[src/rtl/core/cart_header_validator_unit_defines.svh]
// Assertion macros for the cartridge header validator RTL.
// Included by the modules that assert; no other dependencies.
`ifndef CART_HEADER_VALIDATOR_UNIT_DEFINES_SVH
`define CART_HEADER_VALIDATOR_UNIT_DEFINES_SVH

`ifndef SYNTH
`define CHV_ASSERT(label, clk_sig, rstn_sig, prop) \
    label: assert property (@(posedge clk_sig) disable iff (!rstn_sig) (prop)) \
        else $error("chv assertion failed");
`define CHV_ASSERT_NEXT(label, clk_sig, rstn_sig, ante, cons) \
    label: assert property (@(posedge clk_sig) disable iff (!rstn_sig) (ante) |=> (cons)) \
        else $error("chv assertion failed");
`else
`define CHV_ASSERT(label, clk_sig, rstn_sig, prop)
`define CHV_ASSERT_NEXT(label, clk_sig, rstn_sig, ante, cons)
`endif

`endif

[src/rtl/core/chv_pkg.sv]
// Shared types, header offsets and decode tables for the cartridge header validator.
// No dependencies.
package chv_pkg;

    localparam int POSITION_BITS = 23;

    typedef logic [POSITION_BITS-1:0] pos_t;

    localparam pos_t POS_MAX         = '1;
    localparam pos_t ADDR_LOGO_FIRST = pos_t'(12'h104);
    localparam pos_t ADDR_HDR_FIRST  = pos_t'(12'h134);
    localparam pos_t ADDR_COLOR      = pos_t'(12'h143);
    localparam pos_t ADDR_TYPE       = pos_t'(12'h147);
    localparam pos_t ADDR_ROM_SIZE   = pos_t'(12'h148);
    localparam pos_t ADDR_RAM_SIZE   = pos_t'(12'h149);
    localparam pos_t ADDR_REGION     = pos_t'(12'h14A);
    localparam pos_t ADDR_HDR_LAST   = pos_t'(12'h14C);
    localparam pos_t ADDR_HDR_CHECK  = pos_t'(12'h14D);
    localparam pos_t ADDR_GCHK_HI    = pos_t'(12'h14E);
    localparam pos_t ADDR_GCHK_LO    = pos_t'(12'h14F);

    localparam int COLOR_BIT = 7;

    typedef enum logic [2:0] {
        ST_OK     = 3'd0,
        ST_LOGO   = 3'd1,
        ST_HEADER = 3'd2,
        ST_GLOBAL = 3'd3,
        ST_SHORT  = 3'd4
    } status_t;

    typedef enum logic [3:0] {
        MAP_NONE   = 4'd0,
        MAP_MBC1   = 4'd1,
        MAP_MBC2   = 4'd2,
        MAP_MMM01  = 4'd3,
        MAP_MBC3   = 4'd4,
        MAP_MBC5   = 4'd5,
        MAP_MBC6   = 4'd6,
        MAP_MBC7   = 4'd7,
        MAP_CAMERA = 4'd8,
        MAP_TAMA5  = 4'd9,
        MAP_HUC3   = 4'd10,
        MAP_HUC1   = 4'd11
    } mapper_kind_t;

    typedef struct packed {
        status_t     status;
        logic        color;
        logic [7:0]  type_code;
        logic [7:0]  size_code;
        logic [7:0]  ram_code;
        logic [7:0]  region;
        logic [7:0]  version;
    } scan_summary_t;

    typedef struct packed {
        mapper_kind_t mapper;
        logic         ram;
        logic         battery;
        logic         timer;
        logic         rumble;
        logic         sensor;
    } type_info_t;

    typedef struct packed {
        status_t      status;
        logic         color;
        type_info_t   info;
        logic [7:0]   size_code;
        logic [4:0]   ram_banks;
        logic [7:0]   region;
        logic [7:0]   version;
    } result_t;

    function automatic logic [7:0] logo_byte(input logic [5:0] idx);
        logic [7:0] v;
        case (idx)
            6'd0:  v = 8'hCE;  6'd1:  v = 8'hED;  6'd2:  v = 8'h66;  6'd3:  v = 8'h66;
            6'd4:  v = 8'hCC;  6'd5:  v = 8'h0D;  6'd6:  v = 8'h00;  6'd7:  v = 8'h0B;
            6'd8:  v = 8'h03;  6'd9:  v = 8'h73;  6'd10: v = 8'h00;  6'd11: v = 8'h83;
            6'd12: v = 8'h00;  6'd13: v = 8'h0C;  6'd14: v = 8'h00;  6'd15: v = 8'h0D;
            6'd16: v = 8'h00;  6'd17: v = 8'h08;  6'd18: v = 8'h11;  6'd19: v = 8'h1F;
            6'd20: v = 8'h88;  6'd21: v = 8'h89;  6'd22: v = 8'h00;  6'd23: v = 8'h0E;
            6'd24: v = 8'hDC;  6'd25: v = 8'hCC;  6'd26: v = 8'h6E;  6'd27: v = 8'hE6;
            6'd28: v = 8'hDD;  6'd29: v = 8'hDD;  6'd30: v = 8'hD9;  6'd31: v = 8'h99;
            6'd32: v = 8'hBB;  6'd33: v = 8'hBB;  6'd34: v = 8'h67;  6'd35: v = 8'h63;
            6'd36: v = 8'h6E;  6'd37: v = 8'h0E;  6'd38: v = 8'hEC;  6'd39: v = 8'hCC;
            6'd40: v = 8'hDD;  6'd41: v = 8'hDC;  6'd42: v = 8'h99;  6'd43: v = 8'h9F;
            6'd44: v = 8'hBB;  6'd45: v = 8'hB9;  6'd46: v = 8'h33;  6'd47: v = 8'h3E;
            default: v = 8'h00;
        endcase
        return v;
    endfunction

    // feature vector: {sensor, rumble, timer, battery, ram}
    function automatic type_info_t decode_type(input logic [7:0] code);
        type_info_t   t;
        mapper_kind_t m;
        logic [4:0]   f;
        m = MAP_NONE;
        f = 5'b00000;
        case (code)
            8'h01: m = MAP_MBC1;
            8'h02: begin m = MAP_MBC1; f = 5'b00001; end
            8'h03: begin m = MAP_MBC1; f = 5'b00011; end
            8'h05: m = MAP_MBC2;
            8'h06: begin m = MAP_MBC2; f = 5'b00010; end
            8'h08: f = 5'b00001;
            8'h09: f = 5'b00011;
            8'h0B: m = MAP_MMM01;
            8'h0C: begin m = MAP_MMM01; f = 5'b00001; end
            8'h0D: begin m = MAP_MMM01; f = 5'b00011; end
            8'h0F: begin m = MAP_MBC3; f = 5'b00110; end
            8'h10: begin m = MAP_MBC3; f = 5'b00111; end
            8'h11: m = MAP_MBC3;
            8'h12: begin m = MAP_MBC3; f = 5'b00001; end
            8'h13: begin m = MAP_MBC3; f = 5'b00011; end
            8'h19: m = MAP_MBC5;
            8'h1A: begin m = MAP_MBC5; f = 5'b00001; end
            8'h1B: begin m = MAP_MBC5; f = 5'b00011; end
            8'h1C: begin m = MAP_MBC5; f = 5'b01000; end
            8'h1D: begin m = MAP_MBC5; f = 5'b01001; end
            8'h1E: begin m = MAP_MBC5; f = 5'b01011; end
            8'h20: m = MAP_MBC6;
            8'h22: begin m = MAP_MBC7; f = 5'b11011; end
            8'hFC: m = MAP_CAMERA;
            8'hFD: m = MAP_TAMA5;
            8'hFE: m = MAP_HUC3;
            8'hFF: begin m = MAP_HUC1; f = 5'b00011; end
            default: ;
        endcase
        t.mapper  = m;
        t.ram     = f[0];
        t.battery = f[1];
        t.timer   = f[2];
        t.rumble  = f[3];
        t.sensor  = f[4];
        return t;
    endfunction

    function automatic logic [4:0] ram_banks(input logic [7:0] code);
        logic [4:0] n;
        case (code)
            8'h02:   n = 5'd1;
            8'h03:   n = 5'd4;
            8'h04:   n = 5'd16;
            8'h05:   n = 5'd8;
            default: n = 5'd0;
        endcase
        return n;
    endfunction

endpackage

[src/rtl/core/chv_scan.sv]
// Running image state: byte offset, logo compare, header and global checksums,
// captured header bytes. Depends on chv_pkg and the assertion macro header.
`include "cart_header_validator_unit_defines.svh"

module chv_scan
    import chv_pkg::*;
(
    input  logic          clk,
    input  logic          rst_n,
    input  logic          fire,
    input  logic [7:0]    rom_byte,
    input  logic          last,
    output scan_summary_t summary
);

    pos_t        pos_reg, pos_next;
    logic        logo_good_reg, logo_good_next;
    logic [7:0]  header_sum_reg, header_sum_next;
    logic [15:0] global_sum_reg, global_sum_next;
    logic [15:0] gcheck_reg, gcheck_next;
    logic [7:0]  hcheck_reg, hcheck_next;
    logic        color_reg, color_next;
    logic [7:0]  type_reg, type_next;
    logic [7:0]  size_reg, size_next;
    logic [7:0]  ram_code_reg, ram_code_next;
    logic [7:0]  region_reg, region_next;
    logic [7:0]  version_reg, version_next;

    pos_t        logo_off;
    logic        in_logo;
    logic        in_hdr;

    assign logo_off = pos_reg - ADDR_LOGO_FIRST;
    assign in_logo  = (pos_reg >= ADDR_LOGO_FIRST) && (pos_reg < ADDR_HDR_FIRST);
    assign in_hdr   = (pos_reg >= ADDR_HDR_FIRST) && (pos_reg <= ADDR_HDR_LAST);

    always_comb
    begin
        logo_good_next  = logo_good_reg &
                          !(in_logo && (rom_byte != logo_byte(logo_off[5:0])));
        header_sum_next = in_hdr ? (header_sum_reg - rom_byte - 8'd1) : header_sum_reg;
        gcheck_next     = gcheck_reg;
        global_sum_next = global_sum_reg;
        if (pos_reg == ADDR_GCHK_HI)
        begin
            gcheck_next[15:8] = rom_byte;
        end
        else if (pos_reg == ADDR_GCHK_LO)
        begin
            gcheck_next[7:0] = rom_byte;
        end
        else
        begin
            global_sum_next = global_sum_reg + {8'd0, rom_byte};
        end

        color_next    = color_reg;
        type_next     = type_reg;
        size_next     = size_reg;
        ram_code_next = ram_code_reg;
        region_next   = region_reg;
        version_next  = version_reg;
        hcheck_next   = hcheck_reg;
        case (pos_reg)
            ADDR_COLOR:     color_next    = rom_byte[COLOR_BIT];
            ADDR_TYPE:      type_next     = rom_byte;
            ADDR_ROM_SIZE:  size_next     = rom_byte;
            ADDR_RAM_SIZE:  ram_code_next = rom_byte;
            ADDR_REGION:    region_next   = rom_byte;
            ADDR_HDR_LAST:  version_next  = rom_byte;
            ADDR_HDR_CHECK: hcheck_next   = rom_byte;
            default: ;
        endcase

        pos_next = (pos_reg != POS_MAX) ? (pos_reg + pos_t'(1)) : pos_reg;
    end

    always_comb
    begin
        if (pos_reg < ADDR_GCHK_LO)
        begin
            summary.status = ST_SHORT;
        end
        else if (global_sum_next != gcheck_next)
        begin
            summary.status = ST_GLOBAL;
        end
        else if (header_sum_next != hcheck_next)
        begin
            summary.status = ST_HEADER;
        end
        else if (!logo_good_next)
        begin
            summary.status = ST_LOGO;
        end
        else
        begin
            summary.status = ST_OK;
        end
        summary.color     = color_next;
        summary.type_code = type_next;
        summary.size_code = size_next;
        summary.ram_code  = ram_code_next;
        summary.region    = region_next;
        summary.version   = version_next;
    end

    // the final byte of an image returns everything to the start-of-image values
    always_ff @(posedge clk or negedge rst_n)
    begin
        if (!rst_n)
        begin
            pos_reg        <= '0;
            logo_good_reg  <= 1'b1;
            header_sum_reg <= '0;
            global_sum_reg <= '0;
            gcheck_reg     <= '0;
            hcheck_reg     <= '0;
            color_reg      <= 1'b0;
            type_reg       <= '0;
            size_reg       <= '0;
            ram_code_reg   <= '0;
            region_reg     <= '0;
            version_reg    <= '0;
        end
        else if (fire)
        begin
            if (last)
            begin
                pos_reg        <= '0;
                logo_good_reg  <= 1'b1;
                header_sum_reg <= '0;
                global_sum_reg <= '0;
                gcheck_reg     <= '0;
                hcheck_reg     <= '0;
                color_reg      <= 1'b0;
                type_reg       <= '0;
                size_reg       <= '0;
                ram_code_reg   <= '0;
                region_reg     <= '0;
                version_reg    <= '0;
            end
            else
            begin
                pos_reg        <= pos_next;
                logo_good_reg  <= logo_good_next;
                header_sum_reg <= header_sum_next;
                global_sum_reg <= global_sum_next;
                gcheck_reg     <= gcheck_next;
                hcheck_reg     <= hcheck_next;
                color_reg      <= color_next;
                type_reg       <= type_next;
                size_reg       <= size_next;
                ram_code_reg   <= ram_code_next;
                region_reg     <= region_next;
                version_reg    <= version_next;
            end
        end
    end

    `CHV_ASSERT_NEXT(a_image_restart, clk, rst_n, fire && last,
                     (pos_reg == '0) && logo_good_reg && (global_sum_reg == '0))
    `CHV_ASSERT_NEXT(a_pos_advance, clk, rst_n, fire && !last && (pos_reg != POS_MAX),
                     pos_reg == ($past(pos_reg) + pos_t'(1)))

endmodule

[src/rtl/core/cart_header_validator_unit.sv]
// Top level of the cartridge header validator: input word register, scan state,
// type decode and result register. Depends on chv_pkg, chv_scan and the macro header.
//
// Streams a cartridge image one byte word per clock, offset 0 first, and returns one
// result word when the word marked last_byte has been processed. Throughput is one byte
// per cycle unless byte_stall is high: the checksums, logo compare and header capture
// all update in the single stage behind the input register. A final byte's result is
// registered as the byte leaves that register. byte_stall rises only when a final byte
// waits there while the previous result is held by result_stall; non-final bytes flow.
`include "cart_header_validator_unit_defines.svh"

module cart_header_validator_unit
    import chv_pkg::*;
(
    input  logic        clk,
    input  logic        rst_n,

    input  logic        byte_valid,
    output logic        byte_stall,
    input  logic [7:0]  rom_byte,
    input  logic        last_byte,

    output logic        result_valid,
    input  logic        result_stall,
    output logic [2:0]  status,
    output logic        supports_color,
    output logic [3:0]  mapper_kind,
    output logic        has_ram,
    output logic        has_battery,
    output logic        has_timer,
    output logic        has_rumble,
    output logic        has_sensor,
    output logic [7:0]  rom_size_code,
    output logic [4:0]  ram_bank_count,
    output logic [7:0]  destination_code,
    output logic [7:0]  version_number
);

    logic          s1_valid_reg;
    logic [7:0]    s1_byte_reg;
    logic          s1_last_reg;
    logic          result_valid_reg;
    result_t       result_reg, result_next;

    logic          byte_accept;
    logic          out_free;
    logic          s1_fire;
    scan_summary_t summary;
    type_info_t    info;

    assign out_free    = !result_valid_reg || !result_stall;
    assign s1_fire     = s1_valid_reg && (!s1_last_reg || out_free);
    assign byte_stall  = s1_valid_reg && !s1_fire;
    assign byte_accept = byte_valid && !byte_stall;

    always_ff @(posedge clk or negedge rst_n)
    begin
        if (!rst_n)
        begin
            s1_valid_reg <= 1'b0;
        end
        else if (byte_accept)
        begin
            s1_valid_reg <= 1'b1;
        end
        else if (s1_fire)
        begin
            s1_valid_reg <= 1'b0;
        end
    end

    always_ff @(posedge clk)
    begin
        if (byte_accept)
        begin
            s1_byte_reg <= rom_byte;
            s1_last_reg <= last_byte;
        end
    end

    chv_scan u_scan (
        .clk      (clk),
        .rst_n    (rst_n),
        .fire     (s1_fire),
        .rom_byte (s1_byte_reg),
        .last     (s1_last_reg),
        .summary  (summary)
    );

    always_comb
    begin
        info                  = decode_type(summary.type_code);
        result_next.status    = summary.status;
        result_next.color     = summary.color;
        result_next.info      = info;
        result_next.size_code = summary.size_code;
        result_next.ram_banks = info.ram ? ram_banks(summary.ram_code) : 5'd0;
        result_next.region    = summary.region;
        result_next.version   = summary.version;
    end

    always_ff @(posedge clk or negedge rst_n)
    begin
        if (!rst_n)
        begin
            result_valid_reg <= 1'b0;
        end
        else if (s1_fire && s1_last_reg)
        begin
            result_valid_reg <= 1'b1;
        end
        else if (!result_stall)
        begin
            result_valid_reg <= 1'b0;
        end
    end

    always_ff @(posedge clk)
    begin
        if (s1_fire && s1_last_reg)
        begin
            result_reg <= result_next;
        end
    end

    assign result_valid     = result_valid_reg;
    assign status           = result_reg.status;
    assign supports_color   = result_reg.color;
    assign mapper_kind      = result_reg.info.mapper;
    assign has_ram          = result_reg.info.ram;
    assign has_battery      = result_reg.info.battery;
    assign has_timer        = result_reg.info.timer;
    assign has_rumble       = result_reg.info.rumble;
    assign has_sensor       = result_reg.info.sensor;
    assign rom_size_code    = result_reg.size_code;
    assign ram_bank_count   = result_reg.ram_banks;
    assign destination_code = result_reg.region;
    assign version_number   = result_reg.version;

    `CHV_ASSERT_NEXT(a_last_gives_result, clk, rst_n, s1_fire && s1_last_reg,
                     result_valid_reg)
    `CHV_ASSERT(a_stall_cause, clk, rst_n,
                !byte_stall || (s1_last_reg && result_valid_reg && result_stall))

endmodule
[config.mk]
export PLATFORM = sky130hd
export DESIGN_NAME = cart_header_validator_unit
export DESIGN_NICKNAME = d
export VERILOG_FILES = /design/src/rtl/core/chv_pkg.sv /design/src/rtl/core/chv_scan.sv /design/src/rtl/core/cart_header_validator_unit.sv
export VERILOG_INCLUDE_DIRS = /design/src /design/src/rtl/core
export SDC_FILE = /design/constraint.sdc
export NUM_CORES = 1
export LEC_CHECK = 0
export ABC_AREA = 1
export BUFFER_PORTS_ARGS = -buffer_cell sky130_fd_sc_hd__clkbuf_2
export CAP_MARGIN = 0
export CORE_MARGIN = 5
export CORE_UTILIZATION = 38
export DETAILED_ROUTE_END_ITERATION = 12
export GPL_TIMING_DRIVEN = 0
export PLACE_DENSITY = 0.62
export SETUP_SLACK_MARGIN = 0.15
export SYNTH_ARGS = -nofsm -noshare
export SYNTH_HDL_FRONTEND = slang
export SYNTH_SLANG_ARGS = --single-unit
export TNS_END_PERCENT = 30
[constraint.sdc]
create_clock -name clk -period 7.8 [get_ports clk]
set_input_delay 0.78 -clock clk [delete_from_list [all_inputs] [get_ports clk]]
set_output_delay 0.78 -clock clk [all_outputs]
set_load 0.01 [all_outputs]
After elaboration in Yosys (flattened, before gate mapping) --
Memory sizes are Yosys's and may differ from the RTL's. Cells that the tools add are included.
Operators by class: $add $sub $neg 5, magnitude comparators 5, equality and inequality tests 45, multiplexer cells 36, bitwise logic cells 1, reductions and logical operators 25
Operator list (count):
- 23-bit by 9-bit == test with 1-bit output, second input constant | 9
- 8-bit 2-to-1 mux | 17
- 8-bit by 5-bit == test with 1-bit output, second input constant | 10
- 16-bit 2-to-1 mux | 4
- 8-bit by 4-bit == test with 1-bit output, second input constant | 6
- 23-bit by 9-bit greater-or-equal comparator with 1-bit output, second input constant | 2
- 23-bit by 9-bit < comparator with 1-bit output, second input constant | 2
- 23-bit 2-to-1 mux | 2
- 5-bit case mux with 9 select lines | 1
- 4-bit case mux with 11 select lines | 1
- 8-bit by 2-bit == test with 1-bit output, second input constant | 4
- 8-bit by 3-bit == test with 1-bit output, second input constant | 4
- 8-bit == test, second input constant | 4
- 23-bit by 1-bit adder with 23-bit output, second input constant | 1
- 23-bit by 9-bit less-or-equal comparator with 1-bit output, second input constant | 1
- 23-bit inequality test, second input constant | 1
- 5-bit case mux with 4 select lines | 1
- 16-bit by 8-bit adder with 16-bit output | 1
- 8-bit by 6-bit == test with 1-bit output, second input constant | 2
- 16-bit inequality test | 1
- 8-bit inequality test | 2
- 6-bit OR reduction | 2
- 5-bit OR reduction | 2
- 8-bit by 1-bit == test with 1-bit output, second input constant | 1
- 14 further kinds | 36
Storage, ports and cells: register bits after elaboration 166, memory bits (read-only) 512, bits of input ports 13, output and inout port bits 44, memories kept 1
Memory list:
- (name not given) | words 64, bits a word 8, read ports 1, clocked after Yosys merged registers in 0, wr ports 0, RTL line chv_pkg.sv:78 | case (idx)

Logic depth before layout (Yosys ltp) --
depth after elaboration 9, depth in mapped cells 20, depth with buffers taken out 20

Modules after synthesis --
A second synthesis with hierarchy kept.
Unflattened totals: cell total of the unflattened synthesis 1394, area total of the unflattened synthesis 10477.5 um^2
Modules (own cells, without submodules):
- chv_scan | instances 1, cells each 1236, area an instance 8386.8 um^2
- cart_header_validator_unit | instances 1, cells each 158, area an instance 2090.8 um^2

Worst setup path before layout --
Ideal clock, no wire load.
path type input-to-reg, from in result_stall, to reg u_scan.pos_reg[5], arrival time 2749 ps, path slack 4903 ps, stages on the path 6, path through nand3_1 nand2_1 inv_1 nand2_1 clkinv_1 a2111oi_0
On the way: longest elaborated chain between the ends 5
RTL lines:
- start: declaration | RTL line cart_header_validator_unit.sv:24 | input logic result_stall,
- 1-bit logical NOT
- 1-bit logical OR | RTL line cart_header_validator_unit.sv:51 | assign out_free = !result_valid_reg || !result_stall;
- 1-bit logical OR | RTL line cart_header_validator_unit.sv:52 | assign s1_fire = s1_valid_reg && (!s1_last_reg || out_free);
- 1-bit logical AND | RTL line cart_header_validator_unit.sv:52
- 2-bit AND reduction (no source line)
- end signal: assignment | RTL line chv_scan.sv:145 | pos_reg <= pos_next;
- end: declaration | RTL line chv_scan.sv:16 | pos_t pos_reg, pos_next;
No other way between the ends. A chain may end at the register's enable or synchronous reset.

Worst setup path after layout --
from reg u_scan.pos_reg[2], to reg result_reg (netlist bit status[0]), data pin
On the way: longest elaborated chain between the ends 9, elaborated cells between the ends (all ways) 28
RTL lines:
- 6-bit by 3-bit subtractor with 6-bit output | RTL line chv_scan.sv:33 | assign logo_off = pos_reg - ADDR_LOGO_FIRST;
- memory 64 x 8 bit
- 8-bit inequality test | RTL line chv_scan.sv:40 | !(in_logo && (rom_byte != logo_byte(logo_off[5:0])));
- 1-bit logical AND | RTL line chv_scan.sv:40
- 1-bit logical NOT | RTL line chv_scan.sv:40
- 1-bit bitwise AND | RTL line chv_scan.sv:39 | logo_good_next = logo_good_reg &
- 1-bit 2-to-1 mux | RTL line chv_scan.sv:92 | else if (!logo_good_next)
- 3-bit 2-to-1 mux | RTL line chv_scan.sv:88 | else if (header_sum_next != hcheck_next)
- 3-bit 2-to-1 mux | RTL line chv_scan.sv:84 | else if (global_sum_next != gcheck_next)
- end signal: assignment | RTL line cart_header_validator_unit.sv:122 | result_reg <= result_next;
- end: declaration | RTL line cart_header_validator_unit.sv:43 | result_t result_reg, result_next;
Parallel ways exist; a longest one is shown, timed or not.

==> results.json <==
{
  "status": "completed",
  "ys.flop_type": "dfrtp_1",
  "worst_pin_slew_ns": 1.00,
  "synth_commonest_cells": "nand2_1 (423), inv_1 (166), dfrtp_1 (114), nand3_1 (103), nor2_1 (89)",
  "fill_cells": 2835,
  "power.density_mw_per_mm2": 189,
  "post_cts_buffers": 0,
  "routedWlPerCell_um": 15.7,
  "fmax_mhz": 253,
  "path_clk_slew_ns": 0.08,
  "io_pins": 57,
  "synth-edff-count": 50,
  "die-width_um": 177,
  "peakVddDrop_mv": 0.112,
  "htreeDepth": 4,
  "endpoint_kind": "flip-flop",
  "synth_top_area_share": 0.268,
  "path_delay_family": "buffers and inverters",
  "n_antenna_cell": 0,
  "start_util": 0.384,
  "routed_wirelength_mm": 29.5,
  "syn_avg_cell_area_um2": 7.56,
  "r2r_slack_ns": 3.84,
  "pre_cts_ws_ns": 3.97,
  "stdcell_count": 1873,
  "post_cts_resized": 0,
  "rsz0062_at_grt": "no",
  "hold_viol": 0,
  "syn2layout_area_growth_pct": 13.1,
  "largest_reg_flops": 23,
  "drtIter0Drc": 877,
  "synthCells": 1407,
  "nNetsFinal": 1530,
  "utilization": 0.434,
  "fin_crit_ns": 3.96,
  "critPathBufInv": 4,
  "cpMostUsedCell": "nor2_1",
  "critical_path_required_ns": 7.97,
  "syn-num-nets": 1455,
  "grt_first_pass_wirelength_mm": 48.3,
  "core_mm2": 0.0277,
  "cpPeakStageDelay_ns": 0.59,
  "synth_cell_type_count": 52,
  "cts_tree": "built",
  "clockRootBuffer": "clkbuf_16",
  "layout-drive-gt1-share": 0.117,
  "maxSlewViolCount": 0,
  "setup_tns_ns": 0,
  "clk_path_buf_depth": 2,
  "rows": 61,
  "cap_violations": 0,
  "antenna_found_initial": 0,
  "place_area_mm2": 0.0114,
  "grt_max_degree": 82,
  "die_y_um": 177,
  "cts_made_buffers": 17,
  "fin_area_mm2": 0.0120,
  "cts_hold_buf": 0,
  "startpoint_type": "flip-flop",
  "track_usage": 0.191,
  "hold_path_class": "in -> async",
  "slew_headroom": 0.328,
  "synth-async-reset-ratio": 0.697,
  "leakagePower_nw": 5.75,
  "clock_sinks": 165,
  "finalSetupViolCount": 0,
  "grt-ovfl-total": 0,
  "fin_skew_ns": 0.0155,
  "synthTopCellsByArea": "dfrtp_1 (27%), nand2_1 (15%), edfxtp_1 (14%)",
  "fin_total_pwr_mw": 2.27,
  "place_congestion": 0.942,
  "multi_input_area_mm2": 0.00536,
  "whs_ns": 0.247,
  "yosysSeqAreaShare": 0.412,
  "critPathSlowestCell": "dfrtp_1",
  "viasPerCell": 5.26,
  "grt_pass1_vias": 9422,
  "drtAntennaViolNets": 0,
  "cp_max_fo": 15,
  "yosysMostFrequentCell": "nand2_1",
  "port_buffers": 55,
  "seq_area_mm2": 0.00438,
  "dpl.cell_count": 1841,
  "drc_errors": 0,
  "fin_crit_sh": 0.508,
  "crit_chain": "clkinv_1 -> ha_1 -> buf_2 -> inv_1 -> clkbuf_1 -> o21ai_0 -> o21ai_0 -> nand3_1 -> nand2_1 -> nand2_1 -> nor2_1 -> nand3_1 -> a21oi_1 -> nor2_1 -> nor2_1 -> nor2_1",
  "vias": 9857,
  "place_hpwl_mm": 21.3,
  "synth-seq-cells": 165,
  "clk_latency_ns": 0.44,
  "yosys.area.top_type": "dfrtp_1",
  "cp.arrival_ns": 4.13,
  "worst_slack_ns": 3.84,
  "synthesis.area_mm2": 0.0106,
  "dieArea_mm2": 0.0314,
  "first_pass_iters": 5,
  "yosys_warnings": 0,
  "criticalPathCategory": "reg -> reg"
}
==> worst paths after layout <==
check / cells after the start / from / end
setup / recovery: 16 / u_scan.pos_reg[2] / status[0]
hold / removal: 1 / rst_n / u_scan.version_reg[2]
setup reg to reg: 16 / u_scan.pos_reg[2] / status[0]
hold reg to reg: 2 / u_scan.ram_code_reg[4] / u_scan.ram_code_reg[4]
max in group asynchronous: 2 / rst_n / u_scan.logo_good_reg
min in group clk: 2 / u_scan.ram_code_reg[4] / u_scan.ram_code_reg[4]
==> area by class of cell <==
type / instances / area share
Inverter: 179 / 0.0560
Multi-Input combinational cell: 1015 / 0.445
Clock buffer: 17 / 0.0354
Sequential cell: 165 / 0.364
Buffer: 48 / 0.0188
Timing Repair Buffer: 56 / 0.0259
Clock inverter: 15 / 0.0155
Tap cell: 378 / 0.0393
==> kinds of logic (layout without fill, tap and decap cells) <==
logic type | count (synthesis) | in the layout | share of synthesized area
adders and majority gates | 35 | 35 | 0.0426
xor gates and xnor gates | 7 | 7 | 0.00576
and+or+nand+nor | 751 | 751 | 0.326
other | 1 | 1 | 0.000353
buffers and inverters | 227 | 315 | 0.0846
AOI/OAI and AO/OA | 221 | 221 | 0.129
DFF | 165 | 165 | 0.412
==> placed cells by master, fill, tap and decap left out, types with 4 or more instances in the layout <==
cell type	instances
nor2_2	10
nor3_1	16
nor2_4	12
nor4_1	6
o21ai_0	82
buf_2	10
o21ai_1	10
nand2_1	423
a31oi_1	6
buf_4	7
inv_1	166
clkbuf_1	29
ha_1	33
clkinv_8	4
o21ai_2	5
a22o_1	27
nand3_1	103
nand3b_1	25
clkbuf_2	54
clkbuf_16	17
xor2_1	4
nand2_2	9
nand3_2	5
inv_6	4
nand2_4	4
o22ai_1	50
a21oi_1	21
o211ai_1	6
nor2_1	89
inv_2	10
nand4_1	40
dfrtp_1	114
edfxtp_1	50
==> worst register-to-register path, cell delays in order, from the launching register on <==
cell and delay, ns:
dfrtp_1 0.59, clkinv_1 0.51, ha_1 0.47, buf_2 0.19
inv_1 0.16, clkbuf_1 0.38, o21ai_0 0.20, o21ai_0 0.25
nand3_1 0.10, nand2_1 0.10, nand2_1 0.05, nor2_1 0.11
nand3_1 0.12, a21oi_1 0.21, nor2_1 0.07, nor2_1 0.10
nor2_1 0.09
==> report_power, final <==
part	internal (mW)	switching (mW)	total, mW
Sequential	0.922	0.0336	0.956
Combinational	0.141	0.302	0.442
Clock	0.460	0.412	0.873
Total	1.52	0.748	2.27
==> routing by layer <==
layer / part of all wire / global-route usage / routed length [um]
met2: 0.45 / 0.311 / 13300
met5: 0 / 0 / 0
met3: 0.052 / 0.0254 / 1550
met1: 0.48 / 0.270 / 14100
met4: 0.016 / 0.0509 / 475
Note: power is estimated with default switching activity, not from simulation.
